**src/rtl/dmf_pkg.sv**
```systemverilog
// shared types and constants of the max-flow engine
`timescale 1ns / 1ps
`default_nettype none
package dmf_pkg;
	localparam int MAX_NODES = 64;
	localparam int MAX_ARCS  = 512;
	localparam int NODE_W    = 6;
	localparam int ARC_W     = 9;
	localparam int PTR_W     = 10;
	localparam int CAP_W     = 32;
	localparam int FLOW_W    = 40;
	localparam int LVL_W     = 7;
	localparam int CNT_W     = 7;
	localparam int NCNT_W    = 7;

	localparam logic [PTR_W-1:0] EMPTY_ARC = PTR_W'(MAX_ARCS);

	localparam logic [1:0] REQ_ADD   = 2'd0;
	localparam logic [1:0] REQ_RUN   = 2'd1;
	localparam logic [1:0] REQ_CLEAR = 2'd2;
	localparam logic [1:0] REQ_NOP   = 2'd3;

	localparam logic [1:0] ST_OK    = 2'd0;
	localparam logic [1:0] ST_FULL  = 2'd1;
	localparam logic [1:0] ST_RANGE = 2'd2;
	localparam logic [1:0] ST_SAME  = 2'd3;

	typedef enum logic [30:0] {
		S_IDLE     = 31'h00000001,
		S_CHECK    = 31'h00000002,
		S_AE0      = 31'h00000004,
		S_AE1      = 31'h00000008,
		S_AE2      = 31'h00000010,
		S_AE3      = 31'h00000020,
		S_CLR      = 31'h00000040,
		S_LP_INIT  = 31'h00000080,
		S_LP_DEQ   = 31'h00000100,
		S_LP_DEQ2  = 31'h00000200,
		S_LP_FIRST = 31'h00000400,
		S_LP_ARC   = 31'h00000800,
		S_LP_ARC2  = 31'h00001000,
		S_AU_START = 31'h00002000,
		S_AU_TOP   = 31'h00004000,
		S_AU_CUR   = 31'h00008000,
		S_AU_SCAN  = 31'h00010000,
		S_AU_SCAN2 = 31'h00020000,
		S_AU_SCAN3 = 31'h00040000,
		S_AU_END   = 31'h00080000,
		S_AU_POP   = 31'h00100000,
		S_AU_POP2  = 31'h00200000,
		S_AP_RD    = 31'h00400000,
		S_AP_RD2   = 31'h00800000,
		S_AP_RD3   = 31'h01000000,
		S_AP_UP    = 31'h02000000,
		S_AP_UP2   = 31'h04000000,
		S_AP_UP3   = 31'h08000000,
		S_AP_UP4   = 31'h10000000,
		S_AP_DONE  = 31'h20000000,
		S_DONE     = 31'h40000000
	} op_t;

	typedef struct packed {
		logic       chk_fail;
		logic [1:0] req;
		logic       deq_more;
		logic       sink_found;
		logic       a_empty;
		logic       at_sink;
		logic       found;
		logic       push_ok;
		logic       depth_zero;
		logic       i_more;
		logic       out_free;
	} dp_stat_t;
endpackage
`default_nettype wire

```
**src/rtl/dmf_ctrl.sv**
```systemverilog
// sequencer of the max-flow engine
`timescale 1ns / 1ps
`default_nettype none
module dmf_ctrl import dmf_pkg::*; (
	input  wire logic     clk,
	input  wire logic     arst_n,
	input  wire logic     in_valid,
	input  wire dp_stat_t stat,
	output op_t           op
);
	op_t state_q, state_d;

	always_comb begin
		state_d = state_q;
		unique case (state_q)
			S_IDLE:     if (in_valid) state_d = S_CHECK;
			S_CHECK: begin
				if (stat.chk_fail) state_d = S_DONE;
				else if (stat.req == REQ_ADD) state_d = S_AE0;
				else if (stat.req == REQ_RUN) state_d = S_LP_INIT;
				else if (stat.req == REQ_CLEAR) state_d = S_CLR;
				else state_d = S_DONE;
			end
			S_AE0:      state_d = S_AE1;
			S_AE1:      state_d = S_AE2;
			S_AE2:      state_d = S_AE3;
			S_AE3:      state_d = S_DONE;
			S_CLR:      state_d = S_DONE;
			S_LP_INIT:  state_d = S_LP_DEQ;
			S_LP_DEQ: begin
				if (stat.deq_more) state_d = S_LP_DEQ2;
				else if (stat.sink_found) state_d = S_AU_START;
				else state_d = S_DONE;
			end
			S_LP_DEQ2:  state_d = S_LP_FIRST;
			S_LP_FIRST: state_d = S_LP_ARC;
			S_LP_ARC:   state_d = stat.a_empty ? S_LP_DEQ : S_LP_ARC2;
			S_LP_ARC2:  state_d = S_LP_ARC;
			S_AU_START: state_d = S_AU_TOP;
			S_AU_TOP:   state_d = stat.at_sink ? S_AP_RD : S_AU_CUR;
			S_AU_CUR:   state_d = S_AU_SCAN;
			S_AU_SCAN:  state_d = stat.a_empty ? S_AU_END : S_AU_SCAN2;
			S_AU_SCAN2: state_d = S_AU_SCAN3;
			S_AU_SCAN3: state_d = stat.found ? S_AU_END : S_AU_SCAN;
			S_AU_END: begin
				if (stat.push_ok) state_d = S_AU_TOP;
				else if (stat.depth_zero) state_d = S_LP_INIT;
				else state_d = S_AU_POP;
			end
			S_AU_POP:   state_d = S_AU_POP2;
			S_AU_POP2:  state_d = S_AU_TOP;
			S_AP_RD:    state_d = stat.i_more ? S_AP_RD2 : S_AP_UP;
			S_AP_RD2:   state_d = S_AP_RD3;
			S_AP_RD3:   state_d = S_AP_RD;
			S_AP_UP:    state_d = stat.i_more ? S_AP_UP2 : S_AP_DONE;
			S_AP_UP2:   state_d = S_AP_UP3;
			S_AP_UP3:   state_d = S_AP_UP4;
			S_AP_UP4:   state_d = S_AP_UP;
			S_AP_DONE:  state_d = S_AU_START;
			S_DONE:     if (stat.out_free) state_d = S_IDLE;
			default:    state_d = S_IDLE;
		endcase
	end

	always_ff @(posedge clk or negedge arst_n) begin
		if (!arst_n) state_q <= S_IDLE;
		else state_q <= state_d;
	end

	assign op = state_q;
endmodule
`default_nettype wire

```
**config.mk**
```make
export PLATFORM = sky130hd
export DESIGN_NAME = dmf_ctrl
export DESIGN_NICKNAME = d
export VERILOG_FILES = /design/src/rtl/dmf_pkg.sv /design/src/rtl/dmf_ctrl.sv
export SDC_FILE = /design/constraint.sdc
export NUM_CORES = 1
export LEC_CHECK = 0
export BUFFER_PORTS_ARGS = -buffer_cell sky130_fd_sc_hd__buf_2
export CAP_MARGIN = 10
export CORE_MARGIN = 8
export CORE_UTILIZATION = 50
export CTS_BUF_LIST = sky130_fd_sc_hd__clkbuf_16
export CTS_CLUSTER_SIZE = 30
export DETAILED_ROUTE_END_ITERATION = 8
export PLACE_DENSITY = 0.76
export RECOVER_POWER = 25
export SYNTH_ARGS = -nofsm -noshare
export SYNTH_HDL_FRONTEND = slang
export SYNTH_SLANG_ARGS = --single-unit
```
**constraint.sdc**
```tcl
create_clock -name clk -period 3.1 [get_ports clk]
set_clock_uncertainty 0.05 [all_clocks]
set_input_delay 0.62 -clock clk [delete_from_list [all_inputs] [get_ports clk]]
set_output_delay 0.62 -clock clk [all_outputs]
set_load 0.005 [all_outputs]
```
# ---- Word level (Yosys, flattened, before mapping)
# Index checks and enable logic that the tools add are counted.
dict set report word_totals {
  ff_bits 31
  output_inout_bits 31
  in_bits 15
}
dict set report classes {
  n_reduce_logical 5
  n_eq_ne 35
  n_mux 17
}
# op count
set ops {}
lappend ops {{31-bit one-hot mux with 28 select lines} 1}
lappend ops {{31-bit 2-to-1 mux} 8}
lappend ops {{21-bit 2-to-1 mux} 2}
lappend ops {{20-bit 2-to-1 mux} 2}
lappend ops {{31-bit by 1-bit == test with 1-bit output (second input constant)} 1}
lappend ops {{31-bit by 10-bit == test with 1-bit output (second input constant)} 1}
lappend ops {{31-bit by 11-bit == test with 1-bit output (second input constant)} 1}
lappend ops {{31-bit by 12-bit == test with 1-bit output (second input constant)} 1}
lappend ops {{31-bit by 13-bit == test with 1-bit output (second input constant)} 1}
lappend ops {{31-bit by 14-bit == test with 1-bit output (second input constant)} 1}
lappend ops {{31-bit by 15-bit == test with 1-bit output (second input constant)} 1}
lappend ops {{31-bit by 16-bit == test with 1-bit output (second input constant)} 1}
lappend ops {{31-bit by 17-bit == test with 1-bit output (second input constant)} 1}
lappend ops {{31-bit by 18-bit == test with 1-bit output (second input constant)} 1}
lappend ops {{31-bit by 19-bit == test with 1-bit output (second input constant)} 1}
lappend ops {{31-bit by 2-bit == test with 1-bit output (second input constant)} 1}
lappend ops {{31-bit by 20-bit == test with 1-bit output (second input constant)} 1}
lappend ops {{31-bit by 21-bit == test with 1-bit output (second input constant)} 1}
lappend ops {{31-bit by 22-bit == test with 1-bit output (second input constant)} 1}
lappend ops {{31-bit by 23-bit == test with 1-bit output (second input constant)} 1}
lappend ops {{31-bit by 24-bit == test with 1-bit output (second input constant)} 1}
lappend ops {{31-bit by 25-bit == test with 1-bit output (second input constant)} 1}
lappend ops {{31-bit by 26-bit == test with 1-bit output (second input constant)} 1}
lappend ops {{31-bit by 27-bit == test with 1-bit output (second input constant)} 1}
lappend ops {{other kinds (21)} 24}

# ---- Longest topological paths before layout
# Gate-level depths: netlist of run 1.
dict set report logic_depth {
  depth_word 6
  depth_mapped 7
  ltp_nobuf 6
}

# ---- Worst setup path after synthesis of run 1
# No wires, ideal clock.
dict set report synth_path {
  path_type {register to register}
  startpoint {register state_q[25] (netlist: op[25])}
  endpoint {register state_q[6] (netlist: op[6])}
  stages_incl_launch_ff 7
  t_arrival_ns 2.289
  path_slack_ns 0.682
  path_cell_list {dfrtp_1 > nor4_2 > nand2_1 > or4_4 > or3b_1 > or2_4 > nor3b_2}
}
dict set report synth_via {
  elab_chain_len 3
}
# item line_no
set synth_lines {}
lappend synth_lines {{start, declared} dmf_ctrl.sv:11} ;# op_t state_q, state_d;
lappend synth_lines {{start signal, assigned} dmf_ctrl.sv:67} ;# else state_q <= state_d;
lappend synth_lines {{31-bit by 22-bit == test with 1-bit output (tied with other cells)} dmf_ctrl.sv:15} ;# unique case (state_q)
lappend synth_lines {{2-bit OR reduction (no source line) / 2-bit != test (equally long branches)} --}
lappend synth_lines {{31-bit one-hot mux with 28 select lines / 2-bit AND reduction (equally long branches)} --}
# Several ways; a longest one is shown, not always the timed one.
# A chain may end at the register's enable or synchronous reset.

# ---- Worst setup path in the final report of run 1
dict set report layout_path {
  startpoint {register state_q[25] (netlist: op[25])}
  endpoint {register state_q[7] (netlist: op[7])}
}
# Same word-level chain as after synthesis.

==> results by group, run 1 <==
Critical path
  • Worst stage delay on the critical path: 0.60 ns
  • Crit path capture: op[7]$_DFFE_PN0P_
  • CP max FO: 7
  • Worst-path cell chain: nor4_2 -> nand2_1 -> or4_4 -> or3b_1 -> or2_4 -> o32ai_1
  • CP required: 3.21 ns
  • Worst Path Arrival: 2.87 ns
  • Path type of the worst setup path: reg2reg
  • Crit. End Element: flop
  • Worst r2r src: op[25]$_DFFE_PN0P_
  • RR Endpoint: op[7]$_DFFE_PN0P_
  • Critical Path Start: op[25]$_DFFE_PN0P_
  • Reg2Reg Setup Slack: 0.35 ns
  • Worst R2R Path Depth: 6
  • Slowest CP cell: or4_4
  • Critical path startpoint category: flop

Logic synthesis
  • Yosys reg bits: 31
  • Top FF cell, synth: dfrtp_1
  • Mean Syn Cell Area: 9.48 µm²
  • Post-synth ARST share: 1.00
  • Post-synth EDFFs: 0
  • Syn Inst Count: 190
  • Synth warn: 0
  • Syn_nets: 205
  • Mapped Area: 1800 µm²
  • Yosys cell types: 40
  • Register area share after synthesis: 0.432

Placed design
  • GPL Wtd Cong: 0.873
  • Dpl ws: 0.411 ns
  • DP HPWL: 3.53 mm
  • PortBufs: 45

Power and ir drop
  • PwrDens: 562 nW/µm²
  • Final Total Pwr: 1250 µW
  • VDD IR max: 0.000356 V
  • P_leak: 0.00113 µW

Die
  • Die Y: 76.0 µm
  • Die Wd: 76.0 µm
  • Initial core utilization: 0.507
  • Die area: 5780 µm²
  • FP Rows: 22
  • I/O Pins: 46
  • CORE AREA: 3550 µm²

STA
  • RSZ-0062 raised after global routing: no
  • Fin. max-slew vios: 32
  • Slew HR: -0.131
  • Fin. Hold Viols: 0
  • Final Setup Violations: 0
  • Period utilisation layout: 0.888
  • Worst slew pin tran: 1.70 ns
  • Final TNS setup: 0 ns
  • Maximum clock frequency: 363 MHz
  • Final critical-path required period: 2.75 ns
  • Final worst slack: 0.347 ns

Clock network
  • Clk slew on worst S/H paths: 0.05 ns
  • Clock H-tree levels: 2
  • CTS root buffer: clkbuf_16
  • CTS tree: done
  • Post-CTS setup repair buffer count: 0
  • Skew-Pair Late Insertion Delay: 0.28 ns
  • Hold_buf cts: 0
  • Resize count post-CTS: 0
  • Num Clock Sinks: 31
  • TritonCTS Buffers: 5
  • Clock Path Buffers: 2

Route
  • Via density per instance: 5.77
  • Wirelength per Cell: 16.2 µm
  • DR vias: 1685
  • Final WL: 4.73 mm
  • DRC Markers: 0
  • Number of iterations in the first detailed-routing pass: 4
  • Initial detailed-routing violation count: 121
  • Final ANT Viol Nets: 0

Finish
  • Layout Nets: 258
  • Max FFs per register: 31
  • Final Util: 0.629
  • Layout cell share with drive strength beyond 1: 0.270
  • Final antenna diode count: 0
  • Area growth from synthesis to layout: 24.0%

Worst hold path
  • HP Start: stat[5]
  • Hold Path Class: in2reg
  • Worst Hold Depth: 2

Global routing
  • Grt total ovfl: 0
  • Pin count of the biggest net entering global routing: 32
  • Antenna violations before repair: 0
  • GRT Overall Usage: 0.170
  • Vias in the first global route: 1665
  • First-pass GRT wire length: 8.17 mm

Status
  • Status: finished with violations
  • Failing checks: max-capacitance violations, max-slew violations

Job
  • Max Cap Viol: 1
==> stage by stage <==
stage	instances	hold WS, ns	cell area, µm²
2_1_floorplan	190	0.274	1800
3_3_place_gp	284	0.503	2100
3_5_place_dp	284	0.511	2100
4_1_cts	292	0.366	2230
5_1_grt	292	0.464	2230
6_report	292	0.463	2230
==> final cells by class <==
type                       count  area, µm²
clock buffer                   5        125
clock inverter                 3       11.3
fill                         316       1320
inverter                      13       48.8
multi-input combinational    145        971
sequential                    31        777
tap                           48       60.1
timing repair buffer          47        239
==> critical path: cells and delay by family (launching register included) <==
family,cells,cell delay [ns]
AND/OR/NAND/NOR,5,2.03
flip-flops,1,0.43
AO/OA/AOI/OAI,1,0.13
==> metal layers <==
metal	part of all wire	track usage	routed length (µm)
met1	0.44	0.214	2060
met2	0.48	0.272	2290
met3	0.068	0.0519	320
met4	0.013	0.0529	61
met5	0	0	0
==> report_power, final <==
| part | switching [µW] | internal, µW | total (µW) | leakage, µW |
|---|---|---|---|---|
| combinational | 201 | 139 | 340 | 0.000636 |
| clock | 164 | 288 | 452 | 0.0000701 |
| sequential | 33.0 | 428 | 461 | 0.000429 |
| total | 398 | 856 | 1250 | 0.00113 |
==> kinds of logic after synthesis <==
family,Yosys count,synth area share
compound gates,27,0.0938
buf+inv,14,0.0292
simple gates,107,0.392
xor+xnor,11,0.0535
flops,31,0.432
==> cell usage after synthesis (4+ instances only) <==
master     n  area (µm²)
nor3b_1    8        60.1
nor4_1     9        56.3
nand2b_1   4        25.0
o21ai_1    4        20.0
nand3_1    9        45.0
xor2_1     7        61.3
nand3b_1   5        37.5
o21ai_0   10        50.1
nor3_1    10        50.1
nor4_2     4        50.1
xnor2_1    4        35.0
inv_1     13        48.8
nor2_1    17        63.8
nand2_1   15        56.3
dfrtp_1   30         751
==> placed cells by master, fill, tap and decap left out, types with 2 or more instances in the layout <==
master	count
o32ai_1	3
xnor2_1	4
nor3b_1	8
nand2_1	15
clkbuf_16	5
clkinv_1	2
nor2_1	17
nor4_2	4
dfrtp_1	30
nand4b_1	3
a21oi_1	2
nor3_1	10
nand3b_1	5
o221ai_1	2
inv_1	14
nand4_1	3
o21ai_0	10
o21ai_1	4
buf_4	2
nand2b_1	4
nor4b_1	3
nor4bb_1	2
buf_2	44
nand3_1	9
nor4_4	3
nor4_1	9
or4_1	3
xor2_1	7
nand2_2	2
==> how the worst min path moves through the flow <==
stage	endpoint
floorplan	op[10]$_DFFE_PN0P_
global placement	op[27]$_DFFE_PN0P_
detailed placement	op[27]$_DFFE_PN0P_
CTS	op[5]$_DFFE_PN0P_
global route	op[15]$_DFFE_PN0P_
finish	op[15]$_DFFE_PN0P_
No activity file was read; power rests on OpenSTA's default activity.
==> run 2: changes to the inputs <==
--- a/config.mk
+++ b/config.mk
@@ -7,3 +7,2 @@
 export LEC_CHECK = 0
-export BUFFER_PORTS_ARGS = -buffer_cell sky130_fd_sc_hd__buf_2
 export CAP_MARGIN = 10
@@ -14,3 +13,3 @@
 export DETAILED_ROUTE_END_ITERATION = 8
-export PLACE_DENSITY = 0.76
+export DONT_BUFFER_PORTS = 1
 export RECOVER_POWER = 25
==> constraint.sdc (replaced) <==
create_clock -name clk -period 3.1 [get_ports clk]
set_clock_uncertainty 0.05 [all_clocks]
set_input_delay 0.775 -clock clk [delete_from_list [all_inputs] [get_ports clk]]
set_output_delay 0.775 -clock clk [all_outputs]
set_load 0.005 [all_outputs]
==> results by group, run 2 (synthesis results as in run 1) <==
Die
  • Initial core utilization: 0.507 (unchanged)
  • FP Rows: 22 (unchanged)
  • I/O Pins: 46 (unchanged)
  • Die area: 5780 µm² (unchanged)
  • CORE AREA: 3550 µm² (unchanged)
  • Die Wd: 76.0 µm (unchanged)
  • Die Y: 76.0 µm (unchanged)

Finish
  • Area growth from synthesis to layout: 12.0%
  • Most frequent cells in the layout: dfrtp_1, nor2_1, nand2_1, inv_1
  • Layout cell share with drive strength beyond 1: 0.120 (-0.150)
  • Final antenna diode count: 0 (unchanged)
  • Most common cell after layout, fill and taps aside: dfrtp_1
  • Layout Nets: 214 (-17%)
  • Max FFs per register: 31 (unchanged)

STA
  • Worst slew pin tran: 0.671 ns (-1.03 ns)
  • Period utilisation layout: 0.892 (+0.00419)
  • Final critical-path required period: 2.77 ns (+0.0130 ns)
  • Final TNS setup: 0 ns (unchanged)
  • Final worst slack: 0.334 ns (-0.0130 ns)
  • Maximum clock frequency: 362 MHz (-0.47%)
  • Fin. max-slew vios: 0 (-100%)
  • Slew HR: 0.549 (+0.680)
  • Fin. Hold Viols: 0 (unchanged)
  • Final Setup Violations: 0 (unchanged)
  • RSZ-0062 raised after global routing: no

Power and ir drop
  • P_leak: 0.000919 µW (-19%)
  • PwrDens: 612 nW/µm² (+9.0%)
  • VDD IR max: 0.000404 V (+13%)

Critical path
  • Critical path startpoint category: flop
  • Worst Path Arrival: 2.87 ns (about the same)
  • CP required: 3.20 ns (about the same)
  • Path type of the worst setup path: reg2reg
  • Crit. End Element: flop
  • CP max FO: 8 (+1)

Route
  • DR vias: 1593 (-5.5%)
  • Via density per instance: 6.42 (+11%)
  • Number of iterations in the first detailed-routing pass: 6 (+2)
  • DRC Markers: 0 (unchanged)
  • Wirelength per Cell: 19.7 µm (+22%)
  • Final ANT Viol Nets: 0 (unchanged)
  • Final WL: 4.88 mm (+3.3%)
  • Initial detailed-routing violation count: 142 (+17%)

Clock network
  • TritonCTS Buffers: 5 (unchanged)
  • Skew-Pair Late Insertion Delay: 0.27 ns (about the same)
  • Post-CTS setup repair buffer count: 0 (unchanged)
  • Clk slew on worst S/H paths: 0.05 ns (about the same)
  • CTS tree: done
  • Resize count post-CTS: 0 (unchanged)
  • Num Clock Sinks: 31 (unchanged)
  • CTS root buffer: clkbuf_16
  • Clock H-tree levels: 2 (unchanged)
  • Clock Path Buffers: 2 (unchanged)
  • Hold_buf cts: 0 (unchanged)

Placed design
  • GPL Wtd Cong: 0.935 (+7.1%)
  • DP HPWL: 3.64 mm (+3.0%)
  • PortBufs: 0 (-100%)
  • Dpl ws: 0.384 ns (-0.0265 ns)

Global routing
  • Vias in the first global route: 1514 (-9.1%)
  • GRT Overall Usage: 0.168 (-0.00288)
  • Pin count of the biggest net entering global routing: 32 (unchanged)
  • First-pass GRT wire length: 7.79 mm (-4.6%)
  • Grt total ovfl: 0 (unchanged)
  • Antenna violations before repair: 0 (unchanged)

Job
  • Max Cap Viol: 0 (-1)

Status
  • Status: finished clean

Worst hold path
  • Hold Path Class: in2async
## run 2: layout make-up
cell class | instances | area, µm²
tap | 48 | 60.1
timing repair buffer | 3 | 22.5
clock inverter | 3 | 12.5
clock buffer | 5 | 125
fill | 321 | 1530
multi-input combinational | 145 | 971
sequential | 31 | 777
inverter | 13 | 48.8
## run 2: worst paths after layout
kind | end | slack, ns | cells after the start | from
worst min-delay path | op[9]$_DFFE_PN0P_ | 0.14 | 0 | arst_n
max in group asynchronous | op[0]$_DFFE_PN1P_ | 2.68 | 0 | arst_n
worst min register to register | op[18]$_DFFE_PN0P_ | 0.54 | 1 | op[16]$_DFFE_PN0P_
worst max-delay path | op[7]$_DFFE_PN0P_ | 0.33 | 6 | op[9]$_DFFE_PN0P_
worst max register to register | op[7]$_DFFE_PN0P_ | 0.33 | 6 | op[9]$_DFFE_PN0P_
min in group clk | op[2]$_DFFE_PN0P_ | 0.51 | 1 | stat[10]
## run 2: metal layers
metal | global-route usage | vias to the layer above | routed length (µm)
met1 | 0.206 | 750 | 1980
met3 | 0.0578 | 16 | 520
met5 | 0 | - | 0
li1 | - | 730 | -
met4 | 0.0686 | 0 | 124
met2 | 0.260 | 97 | 2260
## run 2: worst max-delay path, cell delays in order, from the launching register on
cell and delay [ns]:
dfrtp_1 0.48, nor4_2 0.52, nand2_2 0.21, or4_4 0.55, or3b_1 0.42, or2_4 0.26, o32ai_1 0.15
## run 2: power by group
| part | internal, µW | total (µW) | switching, µW |
|---|---|---|---|
| Sequential | 428 | 467 | 38.9 |
| Combinational | 124 | 308 | 184 |
| Clock | 290 | 459 | 170 |
| Total | 842 | 1230 | 393 |
## run 2: metrics by stage
stage | area (µm²) | util | hold slack (ns) | total power [µW] | cells
finish | 2020 | 0.568 | 0.141 | 1230 | 248
global route | 2020 | 0.568 | 0.131 | 1290 | 248
CTS | 2020 | 0.568 | 0.136 | 1240 | 248
detailed placement | 1880 | 0.529 | 0.430 | 775 | 240
global placement | 1880 | 0.529 | 0.430 | 770 | 240
floorplan | 1800 | - | 0.429 | 692 | 190
